<file path="src/design/kft_pkg.sv">
`default_nettype none

package kft_pkg;

  localparam int ENTRIES_DEF = 64;
  localparam int KEY_W       = 23;
  localparam int FLOOR_W     = 32;
  localparam int STATUS_W    = 3;

  typedef enum logic {
    CMD_LOOKUP = 1'b0,
    CMD_WRITE  = 1'b1
  } cmd_t;

  typedef enum logic [STATUS_W-1:0] {
    ST_HIT    = 3'd0,
    ST_MISS   = 3'd1,
    ST_APPEND = 3'd2,
    ST_REMOVE = 3'd3,
    ST_DROP   = 3'd4
  } status_t;

  typedef enum logic [2:0] {
    S_IDLE,
    S_SEARCH,
    S_DECIDE,
    S_MOVE,
    S_RESP
  } state_t;

  typedef struct packed {
    logic [KEY_W-1:0]   key;
    logic [FLOOR_W-1:0] floor;
  } entry_t;

  localparam int ENTRY_W = $bits(entry_t);

  typedef struct packed {
    logic [FLOOR_W-1:0] found;
    status_t            status;
  } res_t;

endpackage

`default_nettype wire

</file>
<file path="src/design/kft_ram.sv">
`default_nettype none

module kft_ram #(
  parameter int WIDTH = kft_pkg::ENTRY_W,
  parameter int DEPTH = kft_pkg::ENTRIES_DEF,
  localparam int AW = (DEPTH > 1) ? $clog2(DEPTH) : 1
) (
  input  wire logic             clk,
  input  wire logic             rd_en,
  input  wire logic [AW-1:0]    rd_addr,
  output logic      [WIDTH-1:0] rd_data,
  input  wire logic             wr_en,
  input  wire logic [AW-1:0]    wr_addr,
  input  wire logic [WIDTH-1:0] wr_data
);

  logic [WIDTH-1:0] mem [DEPTH];

  always_ff @(posedge clk) begin
    if (wr_en) begin
      mem[wr_addr] <= wr_data;
    end
    if (rd_en) begin
      rd_data <= mem[rd_addr];
    end
  end

endmodule

`default_nettype wire

</file>
<file path="src/design/kft_ctrl.sv">
`default_nettype none

module kft_ctrl #(
  parameter int ENTRIES = kft_pkg::ENTRIES_DEF,
  localparam int AW = (ENTRIES > 1) ? $clog2(ENTRIES) : 1,
  localparam int CNT_W = $clog2(ENTRIES + 1)
) (
  input  wire logic                         clk,
  input  wire logic                         rst,
  input  wire logic                         in_valid,
  output logic                              in_stall,
  input  wire logic                         command,
  input  wire logic [kft_pkg::KEY_W-1:0]    task_id,
  input  wire logic [kft_pkg::FLOOR_W-1:0]  floor_khz,
  output logic                              ram_rd_en,
  output logic [AW-1:0]                     ram_rd_addr,
  input  wire kft_pkg::entry_t              ram_rd_data,
  output logic                              ram_wr_en,
  output logic [AW-1:0]                     ram_wr_addr,
  output kft_pkg::entry_t                   ram_wr_data,
  output logic                              res_valid,
  input  wire logic                         res_ready,
  output kft_pkg::res_t                     res,
  output logic [CNT_W-1:0]                  count
);

  kft_pkg::state_t state, state_next;

  kft_pkg::cmd_t                cmd;
  logic [kft_pkg::KEY_W-1:0]    key;
  logic [kft_pkg::FLOOR_W-1:0]  flr;
  logic [CNT_W-1:0]             rd_idx;
  logic                         pend;
  logic [AW-1:0]                pend_idx;
  logic                         hit;
  logic [AW-1:0]                slot;
  logic [kft_pkg::FLOOR_W-1:0]  hit_floor;

  logic             rd_go;
  logic             match;
  logic             is_remove;
  logic             full;
  logic [CNT_W-1:0] last_idx;

  assign rd_go     = rd_idx < count;
  assign match     = pend && (ram_rd_data.key == key);
  assign is_remove = (cmd == kft_pkg::CMD_WRITE) && (flr == '0);
  assign full      = count == CNT_W'(ENTRIES);
  assign last_idx  = count - CNT_W'(1);

  always_ff @(posedge clk) begin
    if (rst) begin
      state <= kft_pkg::S_IDLE;
    end else begin
      state <= state_next;
    end
  end

  always_comb begin
    state_next = state;
    unique case (state)
      kft_pkg::S_IDLE: begin
        if (in_valid) begin
          state_next = kft_pkg::S_SEARCH;
        end
      end
      kft_pkg::S_SEARCH: begin
        // stop on the first match or once the last issued read is compared
        if (match || !rd_go) begin
          state_next = kft_pkg::S_DECIDE;
        end
      end
      kft_pkg::S_DECIDE: begin
        if (is_remove && hit) begin
          state_next = kft_pkg::S_MOVE;
        end else begin
          state_next = kft_pkg::S_RESP;
        end
      end
      kft_pkg::S_MOVE: begin
        state_next = kft_pkg::S_RESP;
      end
      kft_pkg::S_RESP: begin
        if (res_ready) begin
          state_next = kft_pkg::S_IDLE;
        end
      end
      default: begin
        state_next = kft_pkg::S_IDLE;
      end
    endcase
  end

  always_comb begin
    in_stall    = 1'b1;
    ram_rd_en   = 1'b0;
    ram_rd_addr = rd_idx[AW-1:0];
    ram_wr_en   = 1'b0;
    ram_wr_addr = slot;
    ram_wr_data = '{key: key, floor: flr};
    res_valid   = 1'b0;
    unique case (state)
      kft_pkg::S_IDLE: begin
        in_stall = 1'b0;
      end
      kft_pkg::S_SEARCH: begin
        ram_rd_en = rd_go;
      end
      kft_pkg::S_DECIDE: begin
        if (is_remove) begin
          // fetch the last entry to fill the hole
          ram_rd_en   = hit;
          ram_rd_addr = last_idx[AW-1:0];
        end else if (cmd == kft_pkg::CMD_WRITE) begin
          if (hit) begin
            ram_wr_en = 1'b1;
          end else if (!full) begin
            ram_wr_en   = 1'b1;
            ram_wr_addr = count[AW-1:0];
          end
        end
      end
      kft_pkg::S_MOVE: begin
        ram_wr_en   = 1'b1;
        ram_wr_data = ram_rd_data;
      end
      kft_pkg::S_RESP: begin
        res_valid = 1'b1;
      end
      default: begin
        in_stall = 1'b1;
      end
    endcase
  end

  always_ff @(posedge clk) begin
    if (rst) begin
      count <= '0;
    end else if (state == kft_pkg::S_DECIDE && !is_remove && cmd == kft_pkg::CMD_WRITE &&
                 !hit && !full) begin
      count <= count + CNT_W'(1);
    end else if (state == kft_pkg::S_MOVE) begin
      count <= last_idx;
    end
  end

  always_ff @(posedge clk) begin
    case (state)
      kft_pkg::S_IDLE: begin
        if (in_valid) begin
          cmd    <= kft_pkg::cmd_t'(command);
          key    <= task_id;
          flr    <= floor_khz;
          rd_idx <= '0;
          pend   <= 1'b0;
          hit    <= 1'b0;
        end
      end
      kft_pkg::S_SEARCH: begin
        pend     <= rd_go;
        pend_idx <= rd_idx[AW-1:0];
        if (rd_go) begin
          rd_idx <= rd_idx + CNT_W'(1);
        end
        if (match) begin
          hit       <= 1'b1;
          slot      <= pend_idx;
          hit_floor <= ram_rd_data.floor;
        end
      end
      kft_pkg::S_DECIDE: begin
        res.found <= '0;
        if (cmd == kft_pkg::CMD_LOOKUP) begin
          if (hit) begin
            res.found  <= hit_floor;
            res.status <= kft_pkg::ST_HIT;
          end else begin
            res.status <= kft_pkg::ST_MISS;
          end
        end else if (is_remove) begin
          res.status <= hit ? kft_pkg::ST_REMOVE : kft_pkg::ST_DROP;
        end else if (hit) begin
          res.status <= kft_pkg::ST_HIT;
        end else if (!full) begin
          res.status <= kft_pkg::ST_APPEND;
        end else begin
          res.status <= kft_pkg::ST_DROP;
        end
      end
      default: begin
      end
    endcase
  end

  a_count_bound: assert property (@(posedge clk) disable iff (rst)
    count <= CNT_W'(ENTRIES))
    else $error("entry count beyond table size");

  a_count_change: assert property (@(posedge clk) disable iff (rst)
    (!$past(rst) && count != $past(count)) |->
      ($past(state) == kft_pkg::S_DECIDE || $past(state) == kft_pkg::S_MOVE))
    else $error("entry count changed outside an update");

  a_hit_in_range: assert property (@(posedge clk) disable iff (rst)
    (state == kft_pkg::S_DECIDE && hit) |-> (CNT_W'(slot) < count))
    else $error("matched slot outside the packed table");

  a_move_nonempty: assert property (@(posedge clk) disable iff (rst)
    (state == kft_pkg::S_MOVE) |-> (count != '0))
    else $error("removal on an empty table");

endmodule

`default_nettype wire

</file>
<file path="src/design/keyed_floor_table.sv">
// flow: an accepted item walks the table through the first match (every entry on a miss),
//   then a decide step, a move step for a removal that hits, and a response to the output register
// items: one at a time; a new item is taken only after the last result enters the output register,
//   and the search walks the single read port of the table memory one entry per cycle
// reset: clears the entry count and control state; table memory is not cleared
//   and needs no clearing pass, so an item can be taken once reset is released
`default_nettype none

module keyed_floor_table #(
  parameter int ENTRIES = kft_pkg::ENTRIES_DEF,
  localparam int AW = (ENTRIES > 1) ? $clog2(ENTRIES) : 1,
  localparam int CNT_W = $clog2(ENTRIES + 1)
) (
  input  wire logic                              clk,
  input  wire logic                              rst,
  input  wire logic                              in_valid,
  output logic                                   in_stall,
  input  wire logic                              command,
  input  wire logic [kft_pkg::KEY_W-1:0]         task_id,
  input  wire logic [kft_pkg::FLOOR_W-1:0]       floor_khz,
  output logic                                   out_valid,
  input  wire logic                              out_stall,
  output logic [kft_pkg::FLOOR_W-1:0]            found_floor_khz,
  output logic [kft_pkg::STATUS_W-1:0]           status,
  output logic [CNT_W-1:0]                       entries_in_use
);

  logic                          ram_rd_en;
  logic [AW-1:0]                 ram_rd_addr;
  logic [kft_pkg::ENTRY_W-1:0]   ram_rd_bits;
  kft_pkg::entry_t               ram_rd_data;
  logic                          ram_wr_en;
  logic [AW-1:0]                 ram_wr_addr;
  kft_pkg::entry_t               ram_wr_data;
  logic                          res_valid;
  logic                          res_ready;
  kft_pkg::res_t                 res;
  logic [CNT_W-1:0]              count;

  assign ram_rd_data = kft_pkg::entry_t'(ram_rd_bits);

  kft_ram #(
    .WIDTH (kft_pkg::ENTRY_W),
    .DEPTH (ENTRIES)
  ) u_ram (
    .clk     (clk),
    .rd_en   (ram_rd_en),
    .rd_addr (ram_rd_addr),
    .rd_data (ram_rd_bits),
    .wr_en   (ram_wr_en),
    .wr_addr (ram_wr_addr),
    .wr_data (ram_wr_data)
  );

  kft_ctrl #(
    .ENTRIES (ENTRIES)
  ) u_ctrl (
    .clk         (clk),
    .rst         (rst),
    .in_valid    (in_valid),
    .in_stall    (in_stall),
    .command     (command),
    .task_id     (task_id),
    .floor_khz   (floor_khz),
    .ram_rd_en   (ram_rd_en),
    .ram_rd_addr (ram_rd_addr),
    .ram_rd_data (ram_rd_data),
    .ram_wr_en   (ram_wr_en),
    .ram_wr_addr (ram_wr_addr),
    .ram_wr_data (ram_wr_data),
    .res_valid   (res_valid),
    .res_ready   (res_ready),
    .res         (res),
    .count       (count)
  );

  // output register frees the controller while a result waits
  assign res_ready = !out_valid || !out_stall;

  always_ff @(posedge clk) begin
    if (rst) begin
      out_valid <= 1'b0;
    end else if (res_valid && res_ready) begin
      out_valid <= 1'b1;
    end else if (!out_stall) begin
      out_valid <= 1'b0;
    end
  end

  always_ff @(posedge clk) begin
    if (res_valid && res_ready) begin
      found_floor_khz <= res.found;
      status          <= res.status;
      entries_in_use  <= count;
    end
  end

endmodule

`default_nettype wire

</file>
<file path="config.mk">
export PLATFORM = sky130hd
export DESIGN_NAME = keyed_floor_table
export DESIGN_NICKNAME = d
export VERILOG_FILES = /design/src/design/kft_pkg.sv /design/src/design/kft_ram.sv /design/src/design/kft_ctrl.sv /design/src/design/keyed_floor_table.sv
export SDC_FILE = /design/constraint.sdc
export NUM_CORES = 2
export LEC_CHECK = 0
export BUFFER_PORTS_ARGS = -buffer_cell sky130_fd_sc_hd__clkbuf_2
export CAP_MARGIN = 15
export CORE_ASPECT_RATIO = 0.5
export CORE_MARGIN = 10
export CORE_UTILIZATION = 51
export DETAILED_ROUTE_END_ITERATION = 10
export PLACE_DENSITY = 0.74
export SKIP_LAST_GASP = 1
export SLEW_MARGIN = 30
export SYNTH_ARGS = -nofsm -noshare
export SYNTH_HDL_FRONTEND = slang
export SYNTH_SLANG_ARGS = --single-unit
</file>
<file path="constraint.sdc">
create_clock -name clk -period 14.5 [get_ports clk]
set_clock_uncertainty 0.15 [all_clocks]
set_input_delay 2.175 -clock clk [delete_from_list [all_inputs] [get_ports clk]]
set_output_delay 2.175 -clock clk [all_outputs]
set_load 0.02 [all_outputs]
</file>
; Word level (Yosys, flattened, before mapping)
; Memories as Yosys holds them, arrays and structs flattened. A register that Yosys moved wholly into a read port is not among the register bits.
; Index checks and enable logic that the tools add are counted.
; Widths: inputs -> output; s select.
[op_classes]
add_sub_neg = 3
n_lt_le_gt_ge = 1
n_eq_ne = 12
n_mux = 41
bitwise_logic = 1
reduce_logical = 27
[ops]
columns = op, count
row1 = $mux 55, 1
row2 = $mux 6, 7
row3 = $logic_not 32->1, 1
row4 = $mux 7, 4
row5 = $mux 3, 9
row6 = $eq 23x23->1, 1
row7 = $pmux 3 s5, 1
row8 = $add 7x1->7 const B, 2
row9 = $mux 1, 14
row10 = $pmux 7 s2, 1
row11 = $reduce_and 3->1, 3
row12 = $logic_and 1x1->1, 8
row13 = $ne 2x1->1 const B, 4
row14 = $pmux 1 s2, 4
row15 = $eq 7x7->1 const B, 1
row16 = $lt 7x7->1, 1
row17 = $sub 7x1->7 const B, 1
row18 = $eq 3x2->1 const B, 2
row19 = $logic_not 1->1, 6
row20 = $reduce_and 2->1, 3
row21 = $ne 2x2->1 const B, 2
row22 = $reduce_bool 2->1, 2
row23 = $eq 3x1->1 const B, 1
row24 = $eq 3x3->1 const B, 1
row25 = 4 further kinds, 5
[totals]
regBits = 197
mem_bits_rw = 3520
inputBits = 60
output_inout_bits = 44
elab_cells = 103
memories = 1
[mem_list]
columns = name, words, width, read_ports, rd_ports_with_merged_regs, wr, line
row1 = u_ram.mem, 64, 55, 1, 1, 1, kft_ram.sv:17  ; logic [WIDTH-1:0] mem [DEPTH];

; Depth between registers and ports, before layout
[logic_depth]
ltp_word = 8
ltp_mapped = 17
mapped_depth_nobuf = 10

; Modules after synthesis
; Synthesis repeated with hierarchy kept, for this count alone.
[hier_totals]
cells_unflattened = 6318
hier_area_um2 = 142633.0
[by_module_without_submodules]
columns = mod, instances, cells_each, area_per_inst_um2
row1 = kft_ram, 1, 5701, 134575.3
row2 = kft_ctrl, 1, 570, 6757.7
row3 = keyed_floor_table, 1, 47, 1300.0

; Worst setup path before layout
; OpenSTA, ideal clock, no wires.
[synth_path]
path_type = register -> register
startpoint = register u_ctrl.flr[4] (netlist name)
endpoint = memory u_ram.mem[25][0] (netlist name), enable pin
arrival_ns = 6.542
slack_ns = 7.273
path_stages_with_launch = 10
synth_period_minus_slack_ns = 7.227
cell_sequence = edfxtp_1 or4_4 or2_4 or3_1 nand3_1 clkbuf_1 clkbuf_1 a21oi_1 clkbuf_1 nor3_1
[synth_between]
elab_chain_cells = 6
[synth_rtl]
columns = item, line
row1 = from (decl), kft_ctrl.sv:31  ; logic [kft_pkg::FLOOR_W-1:0] flr;
row2 = from (signal assigned), kft_ctrl.sv:153  ; flr <= floor_khz;
row3 = $logic_not 32->1 (*), kft_ctrl.sv:47  ; assign is_remove = (cmd == kft_pkg::CMD_WRITE) && (flr == '0);
row4 = $logic_and 1x1->1 (*), kft_ctrl.sv:47
row5 = $mux 1, kft_ctrl.sv:110  ; if (is_remove) begin
row6 = $pmux 1 s2, kft_ctrl.sv:102  ; unique case (state)
row7 = $mux 1, kft_ram.sv:20  ; if (wr_en) begin
row8 = $mux 1 (not written as such), kft_ram.sv:21  ; mem[wr_addr] <= wr_data;
row9 = to (decl), kft_ram.sv:17
; Mark *: on every way between the ends. The rest lies on a longest branch, timed or not.

; Worst setup path after layout
[layout_path]
startpoint = register u_ctrl.state[0]
endpoint = register u_ram.rd_data[0], read port of u_ram.mem (data pin)
[layout_between]
elab_chain_cells = 2
[layout_rtl]
columns = item, line
row1 = from (decl), kft_ctrl.sv:27  ; kft_pkg::state_t state, state_next;
row2 = from (signal assigned), kft_ctrl.sv:53  ; state <= kft_pkg::S_IDLE;
row3 = from (signal assigned), kft_ctrl.sv:55  ; state <= state_next;
row4 = $eq 3x2->1 or $eq 3x1->1 (tied branches), kft_ctrl.sv:102
row5 = $pmux 1 s2 or $mux 6 (tied branches), kft_ctrl.sv:102
row6 = to (decl), kft_ram.sv:11  ; output logic [WIDTH-1:0] rd_data,
; Parallel ways exist; a longest one is shown, timed or not.
; A chain may end at the register's enable or synchronous reset.

==> flow_summary.ini <==
[hold_path]
hold-path-endpoint = u_ctrl.slot[2]
hold_path_depth = 0
hold_class = register to register
hp-start = u_ctrl.pend_idx[2]

[placement]
place.gp.congestion = 0.904
pre_cts_ws_ps = 7910
postPlaceCellArea_um2 = 155000
hpwl_um = 251000
io_buffers = 103
dp.cells = 13159

[worst_setup_path]
worst-path-stages = 11
r2r_cells = 11
cpLargestDelayFamily = buffers and inverters
slowest_stage = a22oi_2
crit_path_frequent_cell = buf_4
required_ps = 14970
endpoint_kind = register
crit_buf_inv = 4
crit_fanout = 75
reg2reg_to = u_ram.rd_data[0]
crit_path_start_kind = register
critPathMaxStageDelay_ps = 870
crit_type = register to register
worstPathCellList = or3b_1, inv_2, nand2_1, or4_4, buf_4, a22oi_2, buf_4, buf_4, a32oi_1, a21oi_1, nand4b_1
worstPathArrival_ps = 7470
r2r_start = u_ctrl.state[0]
r2r_slack_ps = 7500

[run]
maxCapViolCount = 0

[synthesis]
synth-seq-cells = 3772
synth_top_area_cell = edfxtp_1
synth-edff-count = 3761
synth_cells = 9650
avgSynthCellArea_um2 = 15.4
synth_most_common_cell = edfxtp_1
netlist_top_cells_area = edfxtp_1, nand2_1, a211oi_1
syn-cell-area_um2 = 149000
synth_cell_types = 72
synthFlopType = edfxtp_1
yosysWarningCount = 0
syn_nets = 9720
ys_seq_area_share_pct = 75.9
async_reset_ff_share_pct = 0
ys_top_cells_by_count = edfxtp_1, nand2_1, and3_1, a211oi_1, clkbuf_1
yosysTopAreaCellShare_pct = 75.8

[grt]
grt_use_total_pct = 30.0
antenna_found_initial = 32
grt_max_degree = 179
grt_pass1_vias = 91455
gr-total-overflow = 0
grt_pass1_wl_um = 684000

[sta]
finalHoldViolations = 0
slew_headroom_pct = 18.4
drv_slew = 0
setup_viol = 0
finalCritPeriodShare_pct = 48.3
setup_ws_ps = 7500
period_minus_slack_ps = 7000
fin_tns_setup_ps = 0
worstMarginPinSlew_ps = 1220
timing.fmax_mhz = 143
rsz0062_at_grt = no

[routing]
via_per_inst = 7.11
vias = 97960
antenna_left = 0
drc_errors = 0
dr.pass1.iters = 7
finalWirelength_um = 494000
detail_route.wl_per_cell_um = 35.9
drtIter0Drc = 20013

[cts]
cts_max_level = 5
clk_latency_ps = 900
cts_tree = done
cts_buffers = 335
post_cts_buffers = 0
clock_sinks = 3772
cts_hold_buffers = 0
clk_pin_slew_ps = 70
clk_path_buf_depth = 4
ctsResizeCount = 0
clock_tree.root_cell = clkbuf_16

[final_layout]
synthToLayoutAreaGrowth_pct = 11.0
drive_gt1_share_pct = 10.7
multi_input_area_um2 = 33500
fillers = 21332
stdcell_count = 13770
finish.instance_area_um2 = 165000
nets = 9661
seq_area_um2 = 113000

[pwr]
total_power_mw = 23.6
peakVddDrop_mv = 0.103
p_leak_nw = 53.8
p_per_area_nw_per_um2 = 143

[floorplan]
die_area_um2 = 316000
io_pins = 104
core-area_um2 = 291000
fp-row-count = 140
die_height_um = 402
die-width_um = 784
start_util_pct = 51.2

[outcome]
status = finished, final reports clean
-- through the flow --
stage	hold slack [ps]	utilization, %
after global routing	272	56.8
after detailed placement	255	53.1
after CTS	266	56.8
final	264	56.8
after global placement	254	53.0
after floorplan	250	-
-- area by class of cell --
class	count	area share, %
tap	3905	2.95
antenna	12	0.0182
multi-input combinational	5083	20.3
clock buffer	414	5.45
timing repair buffer	381	1.83
clock inverter	185	1.01
sequential	3772	68.4
inverter	18	0.0416
-- worst max path at each step --
stage / from / end / slack (ps)
6_report: u_ctrl.state[0] / u_ram.rd_data[0] / 7500
3_5_place_dp: u_ctrl.state[0] / u_ram.rd_data[0] / 7910
2_1_floorplan: u_ctrl.flr[4] / u_ram.mem[25][0] / 7270
3_3_place_gp: u_ctrl.flr[4] / u_ram.rd_data[22] / 7880
5_1_grt: u_ctrl.state[0] / u_ram.rd_data[0] / 7600
4_1_cts: u_ctrl.state[0] / u_ram.rd_data[0] / 7900
-- registers in the layout (all words and copies together) (netlist names), 6 cells and up --
name              count
entries_in_use        7
found_floor_khz      32
u_ctrl.count          7
u_ctrl.flr           32
u_ctrl.hit_floor     32
u_ctrl.key           23
u_ctrl.pend_idx       6
u_ctrl.rd_idx         7
u_ctrl.res           35
u_ctrl.slot           6
u_ram.mem          3520
u_ram.rd_data        55
-- logic make-up (layout without fill, tap and decap cells) --
| group | after synthesis | after routing | synth area share [%] |
|---|---|---|---|
| mux | 421 | 421 | 2.90 |
| xor+xnor | 35 | 35 | 0.206 |
| compound gates | 2136 | 2136 | 10.4 |
| buf+inv | 795 | 998 | 2.19 |
| other cells | 0 | 12 | 0 |
| flops | 3772 | 3772 | 75.9 |
| fa+ha+maj | 10 | 10 | 0.0840 |
| simple gates | 2481 | 2481 | 8.31 |
-- layer usage --
layer,track usage (%),routed length (um)
met1,39.5,166000
met2,43.5,210000
met3,9.80,82500
met4,17.6,35600
met5,0.303,444
-- power breakdown --
part	switching (mW)	leakage [nW]	total, mW	internal [mW]
clock network	3.95	5.22	8.92	4.97
logic	1.83	14.7	2.46	0.625
registers	0.0563	33.9	12.2	12.2
total	5.84	53.8	23.6	17.8
-- cells in the final DEF (no fill, tap or decap), types with 65 or more instances in the layout --
cell type  netlist  layout
a2111oi_0      103     103
a211oi_1       593     593
a21oi_1        463     461
a221oi_1       131     131
a22oi_1        152     151
a311oi_1       116     116
a32oi_1        206     206
and3_1         644     642
buf_4           13     233
clkbuf_16        0     351
clkbuf_2         0     103
clkinv_1         0      80
edfxtp_1      3761    3761
mux2i_1        337     332
nand2_1       1208    1198
nand3_1        175     172
nand4_1         87      87
nor2_1          92      65
o21ai_0        137     136
Power figures use the tool's default switching activity.
